**src/rtl/lstu_pkg.sv**
```systemverilog
// Shared widths, register indexes, reset values and controller/datapath
// handshake structs for the soft-threshold coordinate update block.
// No dependencies.
package lstu_pkg;

   localparam int DATA_W    = 32;   // signed Q-format value width
   localparam int MAG_W     = 31;   // unsigned magnitude / register width
   localparam int STEP_W    = 17;   // relaxation step width
   localparam int COORD_W   = 12;   // coordinate index width
   localparam int QUOT_W    = 32;   // quotient bits produced by the divider
   localparam int CSR_IDX_W = 2;
   localparam int CSR_DATA_W = MAG_W;

   localparam int          FRAC_BITS_DEFAULT = 16;
   localparam int unsigned COORD_COUNT       = 4096;

   // register indexes
   localparam logic [CSR_IDX_W-1:0] CSR_PROX_TERM  = 2'd0;
   localparam logic [CSR_IDX_W-1:0] CSR_REG_WEIGHT = 2'd1;
   localparam logic [CSR_IDX_W-1:0] CSR_STEP_SIZE  = 2'd2;

   // register reset values
   localparam logic [MAG_W-1:0]  PROX_TERM_RESET  = 31'd32768;
   localparam logic [MAG_W-1:0]  REG_WEIGHT_RESET = 31'd65536;
   localparam logic [STEP_W-1:0] STEP_SIZE_RESET  = 17'd65536;

   localparam logic [MAG_W-1:0]  MAG_MAX  = {MAG_W{1'b1}};
   localparam logic [DATA_W-1:0] DATA_MAX = {1'b0, {(DATA_W-1){1'b1}}};
   localparam logic [DATA_W-1:0] DATA_MIN = {1'b1, {(DATA_W-1){1'b0}}};

   typedef struct packed {
      logic load;      // latch the accepted beat, form the denominator
      logic setup;     // overflow precheck, seed the remainders
      logic div_step;  // one restoring step on both divider lanes
      logic post1;     // saturate quotients, form t and p
      logic post2;     // soft threshold
      logic post3;     // distance and its magnitude
      logic mul;       // step times distance magnitude
      logic fin;       // new value, merit, load the result register
   } cmd_type;

   typedef struct packed {
      logic out_busy;  // result register full and not taken this cycle
   } status_type;

endpackage

```
**src/rtl/lstu_req_if.sv**
```systemverilog
// Request channel of the soft-threshold update block: valid/ready plus
// one coordinate beat. Depends on lstu_pkg.
interface lstu_req_if;
   logic                               valid;
   logic                               ready;
   logic [lstu_pkg::COORD_W-1:0]       coord_index;
   logic signed [lstu_pkg::DATA_W-1:0] x_value;
   logic signed [lstu_pkg::DATA_W-1:0] grad_value;
   logic [lstu_pkg::MAG_W-1:0]         hess_diag;
   logic                               sweep_start;

   modport source (output valid, coord_index, x_value, grad_value, hess_diag, sweep_start,
                   input ready);
   modport sink (input valid, coord_index, x_value, grad_value, hess_diag, sweep_start,
                 output ready);
endinterface

```
**src/rtl/lstu_rsp_if.sv**
```systemverilog
// Response channel of the soft-threshold update block: valid/ready plus
// one result beat. Depends on lstu_pkg.
interface lstu_rsp_if;
   logic                               valid;
   logic                               ready;
   logic [lstu_pkg::COORD_W-1:0]       coord_out;
   logic signed [lstu_pkg::DATA_W-1:0] new_x;
   logic [lstu_pkg::MAG_W-1:0]         dist_mag;
   logic [lstu_pkg::MAG_W-1:0]         running_merit;

   modport source (output valid, coord_out, new_x, dist_mag, running_merit,
                   input ready);
   modport sink (input valid, coord_out, new_x, dist_mag, running_merit,
                 output ready);
endinterface

```
**src/rtl/lstu_ctrl.sv**
```systemverilog
// Sequencing state machine of the soft-threshold update block.
// Issues datapath commands and owns the request ready. Depends on lstu_pkg.
module lstu_ctrl (
   input  logic                 clock,
   input  logic                 reset,
   input  logic                 req_valid,
   output logic                 req_ready,
   input  lstu_pkg::status_type status,
   output lstu_pkg::cmd_type    cmd
);

   localparam logic [2:0] S_IDLE  = 3'd0;
   localparam logic [2:0] S_SETUP = 3'd1;
   localparam logic [2:0] S_DIV   = 3'd2;
   localparam logic [2:0] S_POST1 = 3'd3;
   localparam logic [2:0] S_POST2 = 3'd4;
   localparam logic [2:0] S_POST3 = 3'd5;
   localparam logic [2:0] S_MUL   = 3'd6;
   localparam logic [2:0] S_FIN   = 3'd7;

   localparam int CNT_W = $clog2(lstu_pkg::QUOT_W);
   localparam logic [CNT_W-1:0] CNT_LAST = CNT_W'(lstu_pkg::QUOT_W - 1);

   logic [2:0]       state_ff, state_in;
   logic [CNT_W-1:0] cnt_ff, cnt_in;

   assign req_ready = (state_ff == S_IDLE);

   always_comb begin
      state_in = state_ff;
      cnt_in   = cnt_ff;
      cmd      = '0;
      unique case (state_ff)
         S_IDLE: begin
            if (req_valid) begin
               cmd.load = 1'b1;
               state_in = S_SETUP;
            end
         end
         S_SETUP: begin
            cmd.setup = 1'b1;
            cnt_in    = '0;
            state_in  = S_DIV;
         end
         S_DIV: begin
            cmd.div_step = 1'b1;
            cnt_in       = cnt_ff + 1'b1;
            if (cnt_ff == CNT_LAST) begin
               state_in = S_POST1;
            end
         end
         S_POST1: begin
            cmd.post1 = 1'b1;
            state_in  = S_POST2;
         end
         S_POST2: begin
            cmd.post2 = 1'b1;
            state_in  = S_POST3;
         end
         S_POST3: begin
            cmd.post3 = 1'b1;
            state_in  = S_MUL;
         end
         S_MUL: begin
            cmd.mul  = 1'b1;
            state_in = S_FIN;
         end
         S_FIN: begin
            // hold until the result register can take the beat
            if (!status.out_busy) begin
               cmd.fin  = 1'b1;
               state_in = S_IDLE;
            end
         end
      endcase
   end

   always_ff @(posedge clock) begin
      if (reset) begin
         state_ff <= S_IDLE;
         cnt_ff   <= '0;
      end else begin
         state_ff <= state_in;
         cnt_ff   <= cnt_in;
      end
   end

endmodule

```
**src/rtl/lstu_datapath.sv**
```systemverilog
// Datapath of the soft-threshold update block: configuration registers,
// two-lane shared restoring divider, threshold, multiply, saturation,
// merit tracking and result register. Depends on lstu_pkg.
module lstu_datapath #(
   parameter int FRAC_BITS = lstu_pkg::FRAC_BITS_DEFAULT
) (
   input  logic                                clock,
   input  logic                                reset,
   input  lstu_pkg::cmd_type                   cmd,
   output lstu_pkg::status_type                status,
   input  logic                                csr_write_en,
   input  logic [lstu_pkg::CSR_IDX_W-1:0]      csr_index,
   input  logic [lstu_pkg::CSR_DATA_W-1:0]     csr_write_data,
   input  logic [lstu_pkg::COORD_W-1:0]        req_coord_index,
   input  logic [lstu_pkg::DATA_W-1:0]         req_x_value,
   input  logic [lstu_pkg::DATA_W-1:0]         req_grad_value,
   input  logic [lstu_pkg::MAG_W-1:0]          req_hess_diag,
   input  logic                                req_sweep_start,
   output logic                                rsp_valid,
   input  logic                                rsp_ready,
   output logic [lstu_pkg::COORD_W-1:0]        rsp_coord_out,
   output logic [lstu_pkg::DATA_W-1:0]         rsp_new_x,
   output logic [lstu_pkg::MAG_W-1:0]          rsp_dist_mag,
   output logic [lstu_pkg::MAG_W-1:0]          rsp_running_merit
);

   localparam int DW     = lstu_pkg::DATA_W;
   localparam int MW     = lstu_pkg::MAG_W;
   localparam int SW     = lstu_pkg::STEP_W;
   localparam int QW     = lstu_pkg::QUOT_W;
   localparam int DVD_W  = DW + FRAC_BITS;     // dividend = magnitude << FRAC_BITS
   localparam int DIST_W = DW + 1;
   localparam int PROD_W = SW + DIST_W;
   localparam int PM_W   = PROD_W - FRAC_BITS;
   localparam int SUM_W  = PM_W + 2;

   localparam logic [QW-1:0] Q_LIMIT = {1'b1, {(QW-1){1'b0}}};

   // configuration
   logic [MW-1:0] prox_ff, regw_ff;
   logic [SW-1:0] step_ff;

   // item context
   logic [lstu_pkg::COORD_W-1:0] coord_ff;
   logic [DW-1:0]                x_ff;
   logic                         start_ff, gneg_ff;
   logic [MW-1:0]                den_ff;

   // divider lanes: a = gradient, b = regularization weight
   logic [DVD_W-1:0] dvd_a_ff, dvd_b_ff;
   logic [MW-1:0]    rem_a_ff, rem_b_ff;
   logic [QW-1:0]    quo_a_ff, quo_b_ff;
   logic             ovf_a_ff, ovf_b_ff;

   // post-divide pipeline
   logic [DW-1:0]     t_ff, s_ff;
   logic [MW-1:0]     p_ff;
   logic [DIST_W-1:0] dmag_ff;
   logic              dneg_ff;
   logic [PROD_W-1:0] prod_ff;
   logic [MW-1:0]     dsat_ff;

   logic [MW-1:0] merit_ff, merit_in;
   logic          rsp_valid_ff, rsp_valid_in;
   logic [lstu_pkg::COORD_W-1:0] rsp_coord_ff;
   logic [DW-1:0] rsp_new_x_ff;
   logic [MW-1:0] rsp_dist_ff;

   // load: denominator and dividend magnitudes
   logic [DW-1:0] den_sum, g_mag;
   logic [MW-1:0] den_in;
   logic [lstu_pkg::COORD_W-1:0] coord_in;

   always_comb begin
      den_sum = {1'b0, req_hess_diag} + {1'b0, prox_ff};
      den_in  = den_sum[DW-1] ? lstu_pkg::MAG_MAX : den_sum[MW-1:0];
      if (den_in == '0) begin
         den_in = MW'(1);
      end
      g_mag    = req_grad_value[DW-1] ? (~req_grad_value + 1'b1) : req_grad_value;
      coord_in = lstu_pkg::COORD_W'(32'(req_coord_index) % lstu_pkg::COORD_COUNT);
   end

   // divider step on both lanes
   logic [DW-1:0] trial_a, trial_b, shift_a, shift_b;
   logic          take_a, take_b;

   always_comb begin
      shift_a = {rem_a_ff, dvd_a_ff[QW-1]};
      shift_b = {rem_b_ff, dvd_b_ff[QW-1]};
      trial_a = shift_a - {1'b0, den_ff};
      trial_b = shift_b - {1'b0, den_ff};
      take_a  = shift_a >= {1'b0, den_ff};
      take_b  = shift_b >= {1'b0, den_ff};
   end

   // post1: saturate quotients, t = sat(x - q), p = min(q_b, max)
   logic [QW-1:0]   qa_sat, q32;
   logic [DW:0]     t_wide;
   logic [DW-1:0]   t_in;
   logic [MW-1:0]   p_in;

   always_comb begin
      qa_sat = (ovf_a_ff || (quo_a_ff > Q_LIMIT)) ? Q_LIMIT : quo_a_ff;
      if (gneg_ff) begin
         q32 = ~qa_sat + 1'b1;
      end else begin
         q32 = qa_sat[QW-1] ? lstu_pkg::DATA_MAX : qa_sat;
      end
      t_wide = {x_ff[DW-1], x_ff} - {q32[DW-1], q32};
      if (t_wide[DW] != t_wide[DW-1]) begin
         t_in = t_wide[DW] ? lstu_pkg::DATA_MIN : lstu_pkg::DATA_MAX;
      end else begin
         t_in = t_wide[DW-1:0];
      end
      p_in = (ovf_b_ff || quo_b_ff[QW-1]) ? lstu_pkg::MAG_MAX : quo_b_ff[MW-1:0];
   end

   // post2: soft threshold
   logic [DW-1:0] p_ext, p_neg, s_in;

   always_comb begin
      p_ext = {1'b0, p_ff};
      p_neg = ~p_ext + 1'b1;
      if ($signed(t_ff) >= $signed(p_ext)) begin
         s_in = t_ff - p_ext;
      end else if ($signed(t_ff) <= $signed(p_neg)) begin
         s_in = t_ff + p_ext;
      end else begin
         s_in = '0;
      end
   end

   // post3: distance, kept as sign and magnitude
   logic [DIST_W-1:0] dist_val, dmag_in;

   always_comb begin
      dist_val = {s_ff[DW-1], s_ff} - {x_ff[DW-1], x_ff};
      dmag_in  = dist_val[DIST_W-1] ? (~dist_val + 1'b1) : dist_val;
   end

   // fin: new value and merit
   logic [PM_W-1:0]  pmag;
   logic [SUM_W-1:0] pm_ext, delta, x_ext, nx_wide;
   logic [DW-1:0]    nx;
   logic [MW-1:0]    merit_base;
   logic             nx_fits;

   always_comb begin
      pmag    = prod_ff[PROD_W-1:FRAC_BITS];
      pm_ext  = {2'b00, pmag};
      delta   = dneg_ff ? (~pm_ext + 1'b1) : pm_ext;
      x_ext   = {{(SUM_W-DW){x_ff[DW-1]}}, x_ff};
      nx_wide = x_ext + delta;
      nx_fits = (&nx_wide[SUM_W-1:DW-1]) || !(|nx_wide[SUM_W-1:DW-1]);
      if (nx_fits) begin
         nx = nx_wide[DW-1:0];
      end else begin
         nx = nx_wide[SUM_W-1] ? lstu_pkg::DATA_MIN : lstu_pkg::DATA_MAX;
      end
      merit_base = start_ff ? '0 : merit_ff;
      merit_in   = merit_ff;
      if (cmd.fin) begin
         merit_in = (dsat_ff >= merit_base) ? dsat_ff : merit_base;
      end
      rsp_valid_in = rsp_valid_ff && !rsp_ready;
      if (cmd.fin) begin
         rsp_valid_in = 1'b1;
      end
   end

   assign status.out_busy = rsp_valid_ff && !rsp_ready;

   // control state and configuration
   always_ff @(posedge clock) begin
      if (reset) begin
         prox_ff      <= lstu_pkg::PROX_TERM_RESET;
         regw_ff      <= lstu_pkg::REG_WEIGHT_RESET;
         step_ff      <= lstu_pkg::STEP_SIZE_RESET;
         merit_ff     <= '0;
         rsp_valid_ff <= 1'b0;
      end else begin
         if (csr_write_en) begin
            unique case (csr_index)
               lstu_pkg::CSR_PROX_TERM:  prox_ff <= csr_write_data;
               lstu_pkg::CSR_REG_WEIGHT: regw_ff <= csr_write_data;
               lstu_pkg::CSR_STEP_SIZE:  step_ff <= csr_write_data[SW-1:0];
               default: ;
            endcase
         end
         merit_ff     <= merit_in;
         rsp_valid_ff <= rsp_valid_in;
      end
   end

   // payload
   always_ff @(posedge clock) begin
      if (cmd.load) begin
         coord_ff <= coord_in;
         x_ff     <= req_x_value;
         start_ff <= req_sweep_start;
         gneg_ff  <= req_grad_value[DW-1];
         den_ff   <= den_in;
         dvd_a_ff <= {g_mag, {FRAC_BITS{1'b0}}};
         dvd_b_ff <= {1'b0, regw_ff, {FRAC_BITS{1'b0}}};
      end
      if (cmd.setup) begin
         // a quotient of 2^32 or more saturates anyway
         ovf_a_ff <= {{(MW-FRAC_BITS){1'b0}}, dvd_a_ff[DVD_W-1:QW]} >= den_ff;
         ovf_b_ff <= {{(MW-FRAC_BITS){1'b0}}, dvd_b_ff[DVD_W-1:QW]} >= den_ff;
         rem_a_ff <= {{(MW-FRAC_BITS){1'b0}}, dvd_a_ff[DVD_W-1:QW]};
         rem_b_ff <= {{(MW-FRAC_BITS){1'b0}}, dvd_b_ff[DVD_W-1:QW]};
         quo_a_ff <= '0;
         quo_b_ff <= '0;
      end
      if (cmd.div_step) begin
         rem_a_ff <= take_a ? trial_a[MW-1:0] : shift_a[MW-1:0];
         rem_b_ff <= take_b ? trial_b[MW-1:0] : shift_b[MW-1:0];
         quo_a_ff <= {quo_a_ff[QW-2:0], take_a};
         quo_b_ff <= {quo_b_ff[QW-2:0], take_b};
         dvd_a_ff <= {dvd_a_ff[DVD_W-2:0], 1'b0};
         dvd_b_ff <= {dvd_b_ff[DVD_W-2:0], 1'b0};
      end
      if (cmd.post1) begin
         t_ff <= t_in;
         p_ff <= p_in;
      end
      if (cmd.post2) begin
         s_ff <= s_in;
      end
      if (cmd.post3) begin
         dmag_ff <= dmag_in;
         dneg_ff <= dist_val[DIST_W-1];
      end
      if (cmd.mul) begin
         prod_ff <= PROD_W'(step_ff * dmag_ff);
         dsat_ff <= (dmag_ff > {2'b00, lstu_pkg::MAG_MAX}) ? lstu_pkg::MAG_MAX
                                                             : dmag_ff[MW-1:0];
      end
      if (cmd.fin) begin
         rsp_coord_ff <= coord_ff;
         rsp_new_x_ff <= nx;
         rsp_dist_ff  <= dsat_ff;
      end
   end

   assign rsp_valid         = rsp_valid_ff;
   assign rsp_coord_out     = rsp_coord_ff;
   assign rsp_new_x         = rsp_new_x_ff;
   assign rsp_dist_mag      = rsp_dist_ff;
   assign rsp_running_merit = merit_ff;

endmodule

```
**src/rtl/lasso_soft_threshold_update.sv**
```systemverilog
// Soft-threshold coordinate update: one request beat in, one response beat out.
// The next request is taken only once the previous item has run the 32 restoring
// steps of the shared two-lane divider and reached the response register
// (both quotients share one denominator and run together).
// Reset (synchronous, active high): controller idle, response empty, merit zero,
// registers at prox_term 0.5, reg_weight 1.0, step_size 1.0.
module lasso_soft_threshold_update #(
   parameter int FRAC_BITS = lstu_pkg::FRAC_BITS_DEFAULT
) (
   input  logic                            clock,
   input  logic                            reset,
   lstu_req_if.sink                        req_chan,
   lstu_rsp_if.source                      rsp_chan,
   input  logic                            csr_write_en,
   input  logic [lstu_pkg::CSR_IDX_W-1:0]  csr_index,
   input  logic [lstu_pkg::CSR_DATA_W-1:0] csr_write_data
);

   lstu_pkg::cmd_type    cmd;
   lstu_pkg::status_type status;

   // Controller: walks load, precheck, 32 divide steps, threshold, multiply,
   // and holds in the last state while the response register is still full.
   lstu_ctrl u_ctrl (
      .clock     (clock),
      .reset     (reset),
      .req_valid (req_chan.valid),
      .req_ready (req_chan.ready),
      .status    (status),
      .cmd       (cmd)
   );

   // Datapath: the response register parts the two sides, so a finished
   // beat may wait while the next request is taken and worked on.
   lstu_datapath #(
      .FRAC_BITS (FRAC_BITS)
   ) u_datapath (
      .clock             (clock),
      .reset             (reset),
      .cmd               (cmd),
      .status            (status),
      .csr_write_en      (csr_write_en),
      .csr_index         (csr_index),
      .csr_write_data    (csr_write_data),
      .req_coord_index   (req_chan.coord_index),
      .req_x_value       (req_chan.x_value),
      .req_grad_value    (req_chan.grad_value),
      .req_hess_diag     (req_chan.hess_diag),
      .req_sweep_start   (req_chan.sweep_start),
      .rsp_valid         (rsp_chan.valid),
      .rsp_ready         (rsp_chan.ready),
      .rsp_coord_out     (rsp_chan.coord_out),
      .rsp_new_x         (rsp_chan.new_x),
      .rsp_dist_mag      (rsp_chan.dist_mag),
      .rsp_running_merit (rsp_chan.running_merit)
   );

endmodule

```
**src/flat_wrapper.sv**
```systemverilog
// flat-port wrapper written by rule: the top's interface ports become plain ports
module lasso_soft_threshold_update_flat 
#(
   parameter int FRAC_BITS = lstu_pkg::FRAC_BITS_DEFAULT
)
  (clock, reset, csr_write_en, csr_index, csr_write_data, req_chan_valid, req_chan_coord_index, req_chan_x_value, req_chan_grad_value, req_chan_hess_diag, req_chan_sweep_start, req_chan_ready, rsp_chan_valid, rsp_chan_coord_out, rsp_chan_new_x, rsp_chan_dist_mag, rsp_chan_running_merit, rsp_chan_ready);
  lstu_req_if req_chan_i ();
  lstu_rsp_if rsp_chan_i ();
  input  logic clock;
  input  logic reset;
  input  logic csr_write_en;
  input  logic [lstu_pkg::CSR_IDX_W-1:0] csr_index;
  input  logic [lstu_pkg::CSR_DATA_W-1:0] csr_write_data;
  input wire logic [$bits(req_chan_i.valid)-1:0] req_chan_valid;
  input wire logic [$bits(req_chan_i.coord_index)-1:0] req_chan_coord_index;
  input wire logic [$bits(req_chan_i.x_value)-1:0] req_chan_x_value;
  input wire logic [$bits(req_chan_i.grad_value)-1:0] req_chan_grad_value;
  input wire logic [$bits(req_chan_i.hess_diag)-1:0] req_chan_hess_diag;
  input wire logic [$bits(req_chan_i.sweep_start)-1:0] req_chan_sweep_start;
  output wire logic [$bits(req_chan_i.ready)-1:0] req_chan_ready;
  output wire logic [$bits(rsp_chan_i.valid)-1:0] rsp_chan_valid;
  output wire logic [$bits(rsp_chan_i.coord_out)-1:0] rsp_chan_coord_out;
  output wire logic [$bits(rsp_chan_i.new_x)-1:0] rsp_chan_new_x;
  output wire logic [$bits(rsp_chan_i.dist_mag)-1:0] rsp_chan_dist_mag;
  output wire logic [$bits(rsp_chan_i.running_merit)-1:0] rsp_chan_running_merit;
  input wire logic [$bits(rsp_chan_i.ready)-1:0] rsp_chan_ready;
  assign req_chan_i.valid = req_chan_valid;
  assign req_chan_i.coord_index = req_chan_coord_index;
  assign req_chan_i.x_value = req_chan_x_value;
  assign req_chan_i.grad_value = req_chan_grad_value;
  assign req_chan_i.hess_diag = req_chan_hess_diag;
  assign req_chan_i.sweep_start = req_chan_sweep_start;
  assign req_chan_ready = req_chan_i.ready;
  assign rsp_chan_valid = rsp_chan_i.valid;
  assign rsp_chan_coord_out = rsp_chan_i.coord_out;
  assign rsp_chan_new_x = rsp_chan_i.new_x;
  assign rsp_chan_dist_mag = rsp_chan_i.dist_mag;
  assign rsp_chan_running_merit = rsp_chan_i.running_merit;
  assign rsp_chan_i.ready = rsp_chan_ready;
  lasso_soft_threshold_update #(.FRAC_BITS(FRAC_BITS)) u_core (.clock(clock), .reset(reset), .req_chan(req_chan_i), .rsp_chan(rsp_chan_i), .csr_write_en(csr_write_en), .csr_index(csr_index), .csr_write_data(csr_write_data));
endmodule
```
**config.mk**
```make
export PLATFORM = sky130hd
export DESIGN_NAME = lasso_soft_threshold_update_flat
export DESIGN_NICKNAME = d
export VERILOG_FILES = /design/src/rtl/lstu_pkg.sv /design/src/rtl/lstu_req_if.sv /design/src/rtl/lstu_rsp_if.sv /design/src/rtl/lstu_ctrl.sv /design/src/rtl/lstu_datapath.sv /design/src/rtl/lasso_soft_threshold_update.sv /design/src/flat_wrapper.sv
export SDC_FILE = /design/constraint.sdc
export NUM_CORES = 2
export LEC_CHECK = 0
export BUFFER_PORTS_ARGS = -buffer_cell sky130_fd_sc_hd__buf_2
export CORE_MARGIN = 5
export CORE_UTILIZATION = 55
export DETAILED_ROUTE_END_ITERATION = 16
export PLACE_DENSITY = 0.74
export SLEW_MARGIN = 20
export SYNTH_ARGS = -nofsm -noshare
export SYNTH_HDL_FRONTEND = slang
export SYNTH_HIERARCHICAL = 1
export SYNTH_SLANG_ARGS = --single-unit
```
**constraint.sdc**
```tcl
create_clock -name clock -period 15.8 [get_ports clock]
set_input_delay 4.74 -clock clock [delete_from_list [all_inputs] [get_ports clock]]
set_output_delay 4.74 -clock clock [all_outputs]
set_load 0.03 [all_outputs]
```
[Yosys cells after proc, flatten, opt, wreduce, memory -nomap -nowiden]
Cells that the tools add are included.
Word-level totals
  register bits: 673
  word-level logic and storage cells: 138
  input port bits: 146
  output and inout port bits: 108
Cells by class
  magnitude comparators: 9
  reductions and logical operators: 18
  $mul: 1
  bitwise gates (word level): 5
  equality and inequality tests: 14
  multiplexer cells: 44
  add/subtract/negate cells: 14
Operators by type and width (count)
  $mux 32: 13
  $mux 31: 10
  $mux 48: 4
  $add 32x1->32 const B: 3
  $sub 32x32->33: 2
  $ge 32x31->1: 2
  $not 32->32: 2
  $ge 16x31->1: 2
  $sub 31x31->31: 2
  $mul 17x33->50: 1
  $add 36x1->36 const B: 1
  $add 36x36->36: 1
  $mux 36: 1
  $not 34->36: 1
  $add 33x1->33 const B: 1
  $gt 33x31->1 const B: 1
  $not 33->33: 1
  $add 31x31->32: 1
  $add 32x31->32: 1
  $ge 32x32->1: 1
  $gt 32x32->1 const B: 1
  $le 32x32->1: 1
  $not 31->32: 1
  $sub 32x31->32: 1
  25 further kinds: 50

[Logic depth before layout (Yosys ltp)]
  depth in word-level cells: 9
  mapped depth: 25
  depth with buffers taken out: 24

[Cells and area by module]
The synthesis kept the hierarchy.
By module, submodules not included
  lstu_datapath: cells each 6404, seq. area each 18377.6 um^2, area an instance 60175.2 um^2, times used 1
  lstu_ctrl: cells each 66, seq. area each 160.2 um^2, area an instance 495.5 um^2, times used 1

[Worst setup path before layout]
Ideal clock, no wire load.
  path type: input-to-reg
  start: input port rsp_chan_ready
  end: register u_core.u_datapath.merit_ff[0], in the netlist u_core/u_datapath/rsp_running_merit[0]
  data required time: 15.672 ns
  path slack: 6.745 ns
  path buffers: 1
  stages on the path: 6
  data arrival time: 8.928 ns
  setup time: 0.128 ns
  path through: nor2b_1 nor3b_2 o31ai_1 clkbuf_1 a22oi_1 nor2_1
RTL lines
  from (decl): RTL line flat_wrapper.sv:26  | input wire logic [$bits(rsp_chan_i.ready)-1:0] rsp_chan_ready;
  to (signal assigned): RTL line lstu_datapath.sv:191  | merit_ff <= merit_in;
  to (decl): RTL line lstu_datapath.sv:63  | logic [MW-1:0] merit_ff, merit_in;

[Final worst setup path]
  start: register u_core.u_datapath.dmag_ff[8]
  end: register u_core.u_datapath.prod_ff[49], data pin
Between the ends
  cells in the longest elaborated chain, start to end: 1
Ends and longest elaborated chain
  from (decl): RTL line lstu_datapath.sv:58  | logic [DIST_W-1:0] dmag_ff;
  from (signal assigned): RTL line lstu_datapath.sv:232  | dmag_ff <= dmag_in;
  $mul 17x33->50: RTL line lstu_datapath.sv:236  | prod_ff <= PROD_W'(step_ff * dmag_ff);
  to (signal assigned): RTL line lstu_datapath.sv:236
  to (decl): RTL line lstu_datapath.sv:60  | logic [PROD_W-1:0] prod_ff;
No other way between the ends.
A chain may end at the register's enable or synchronous reset.

==> flow_summary.yaml <==
worst_setup_path:
  critPathCaptureType: "flip-flop"
  reg2reg_from: "u_core/u_datapath/dmag_ff[8]"
  start_kind: "flip-flop"
  crit_type: "reg2reg"
  reg2reg_depth: 20
  startpoint: "u_core/u_datapath/dmag_ff[8]"
  r2r_end: "u_core/u_datapath/prod_ff[49]"
  r2r_slack_ns: 8.03
  crit_path_max_fanout: 18
  required_ns: 16.21
  cp.arrival_ns: 8.18
timing:
  rsz0062_at_grt: "no"
  max_freq_ghz: 0.129
  tightest_slew_ns: 1.06
  hold_ws_ns: 0.417
  setup_tns_ns: 0
  fin_crit_sh: 0.492
  setup_viol: 0
  slew_headroom: 0.293
  finalHoldViolations: 0
  fin_crit_ns: 7.77
  finClkSkew_ns: 0.0259
  slew_viol_final: 0
pwr:
  power.leakage_nw: 28.1
  finalPower_mw: 5.68
  ir_drop_mv: 0.0751
  power_density_nw_per_um2: 86.3
global_routing:
  overflow: 0
  grt_max_degree: 225
  grt_pass1_wl_mm: 259
  grt_pass1_vias: 47600
  grt.total_usage: 0.276
  antenna_found_initial: 4
synth:
  yosys-top-cells-count: "nand2_1 (800), inv_1 (736), edfxtp_1 (538), ha_1 (477), fa_1 (470)"
  async_flop_share: 0
  yosysMostFrequentCell: "nand2_1"
  ys_seq_elements: 657
  yosysSeqAreaShare: 0.306
  yosysUniqueCellTypes: 110
  synth_nets: 7563
  yosysTopAreaCell: "edfxtp_1"
  synth_edf_count: 538
  synth_flop_cell: "edfxtp_1"
  avgSynthCellArea_um2: 9.38
  synthCells: 6470
  yosys_warnings: 6
  yosys.area.top_type_share: 0.266
  synthesis.area_um2: 60700
  synth_area_leaders: "edfxtp_1 (27%), fa_1 (16%), ha_1 (9.8%)"
clock_tree:
  cts.htree.levels: 3
  worstSkewPairLatency_ns: 0.67
  cts_tree: "yes"
  clock_path_buffers: 3
  root_buffer: "clkbuf_16"
  cts.sinks: 657
  cts_setup_buffers: 0
  cts_resized: 0
  path_clk_slew_ns: 0.06
  cts.hold.buffers_added: 0
  cts-buffers-inserted: 75
drt:
  vias: 48300
  dr.pass1.iters: 6
  drtAntennaViolNets: 0
  drc: 0
  wl_mm: 166
  vias_per_cell: 5.95
  wl_per_cell_um: 20.4
  drt-initial-drc-count: 3874
cells_and_area:
  area_growth_pct: 8.45
  finalInstanceArea_um2: 65800
  drive_gt1_frac: 0.0852
  fin_nets: 7670
hold_path:
  holdCritPathClass: "reg2reg"
  hold_start: "u_core/u_datapath/coord_ff[9]"
  worstHoldEndpoint: "u_core/u_datapath/rsp_coord_out[9]"
  hold_depth: 0
placed_design:
  dp_hpwl_mm: 127
  gp_congestion: 0.961
  io_buffers: 253
  placed_area_um2: 63200
floorplan:
  num_io_pins: 254
  die_h_um: 342
  start_util: 0.556
  die_x_um: 342
  num_rows: 121
  core_um2: 109000
  die_area_um2: 117000
run_status:
  status: "finished, final reports clean"
run:
  drv_cap: 0
logic make-up after synthesis:
logic type,after synthesis,synth area share
adder cells (fa/ha/maj),952,0.254
AO/OA/AOI/OAI,1414,0.153
AND/OR/NAND/NOR,2049,0.166
XOR/XNOR,311,0.0450
multiplexers,73,0.0127
buffers and inverters,1014,0.0637
flip-flops,657,0.306
sequential cells by signal, summed over array words and instances (netlist names), 12 cells and up:
signal,cells
u_core/u_datapath/coord_ff,12
u_core/u_datapath/den_ff,31
u_core/u_datapath/dmag_ff,33
u_core/u_datapath/dsat_ff,31
u_core/u_datapath/dvd_a_ff,32
u_core/u_datapath/dvd_b_ff,32
u_core/u_datapath/p_ff,31
u_core/u_datapath/prod_ff,34
u_core/u_datapath/prox_ff,31
u_core/u_datapath/quo_a_ff,32
u_core/u_datapath/quo_b_ff,32
u_core/u_datapath/regw_ff,31
u_core/u_datapath/rem_a_ff,31
u_core/u_datapath/rem_b_ff,31
u_core/u_datapath/rsp_coord_out,12
u_core/u_datapath/rsp_dist_mag,31
u_core/u_datapath/rsp_new_x,32
u_core/u_datapath/rsp_running_merit,31
u_core/u_datapath/s_ff,32
u_core/u_datapath/step_ff,17
u_core/u_datapath/t_ff,32
u_core/u_datapath/x_ff,32
layout make-up:
class	count	area (um^2)
multi-input cells	4799	38300
flip-flops and latches	657	18500
diodes	3	7.51
well taps	1476	1850
clock buffers	99	2030
clock inverters	41	577
inverters	737	2770
repair buffers	307	1690
fillers	9303	43400
critical path, cell delays in order, from the launching register on:
cell and delay (ns):
edfxtp_1 0.73, and2_1 0.33, fa_1 0.49, inv_1 0.06, fa_1 0.49, fa_1 0.51, inv_1 0.05, fa_1 0.47
fa_1 0.54, fa_1 0.50, ha_1 0.31, o21ai_0 0.11, a21oi_1 0.31, or4b_2 0.71, a31oi_1 0.44, nor2_1 0.14
o21bai_1 0.46, a211oi_1 0.18, o31ai_1 0.40, a21oi_1 0.15, xnor2_1 0.14
report_power, final:
| part | internal [mW] | total, mW | switching [mW] |
|---|---|---|---|
| clock | 1.06 | 1.83 | 0.770 |
| sequential | 2.04 | 2.13 | 0.0900 |
| combinational | 0.668 | 1.72 | 1.05 |
layer usage:
| metal | track usage | vias up | wire length (um) |
|---|---|---|---|
| li1 | - | 22600 | - |
| met1 | 0.385 | 23400 | 70800 |
| met2 | 0.442 | 1968 | 75100 |
| met3 | 0.0399 | 350 | 13300 |
| met4 | 0.100 | 0 | 6530 |
| met5 | 0 | - | 0 |
placed cells by master, fill, tap and decap left out, types with 101 or more instances in the layout:
| cell type | count |
|---|---|
| inv_1 | 736 |
| nand3_1 | 101 |
| ha_1 | 477 |
| nand2_1 | 800 |
| fa_1 | 470 |
| a21oi_1 | 412 |
| nor2_1 | 296 |
| and2_1 | 302 |
| xor2_1 | 110 |
| a21o_1 | 164 |
| edfxtp_1 | 538 |
| dfxtp_1 | 116 |
| xnor2_1 | 200 |
| buf_2 | 252 |
| o21ai_0 | 256 |
worst max-delay path by stage:
stage	to	slack [ns]	cells after the start
floorplan	u_core/u_datapath/rsp_running_merit[0]	6.74	6
global placement	u_core/u_datapath/den_ff[0]	7.96	13
detailed placement	u_core/u_datapath/den_ff[0]	7.96	14
CTS	u_core/u_datapath/prod_ff[49]	7.95	20
global route	u_core/u_datapath/prod_ff[44]	7.79	20
finish	u_core/u_datapath/prod_ff[49]	8.03	20
metrics by stage:
stage	utilization	instances	setup slack [ns]
2_1_floorplan	-	6470	6.74
3_3_place_gp	0.579	7976	7.96
3_5_place_dp	0.579	7976	7.96
4_1_cts	0.603	8116	7.95
5_1_grt	0.603	8118	7.79
6_report	0.603	8119	8.03
Note: power is estimated with default switching activity, not from simulation.
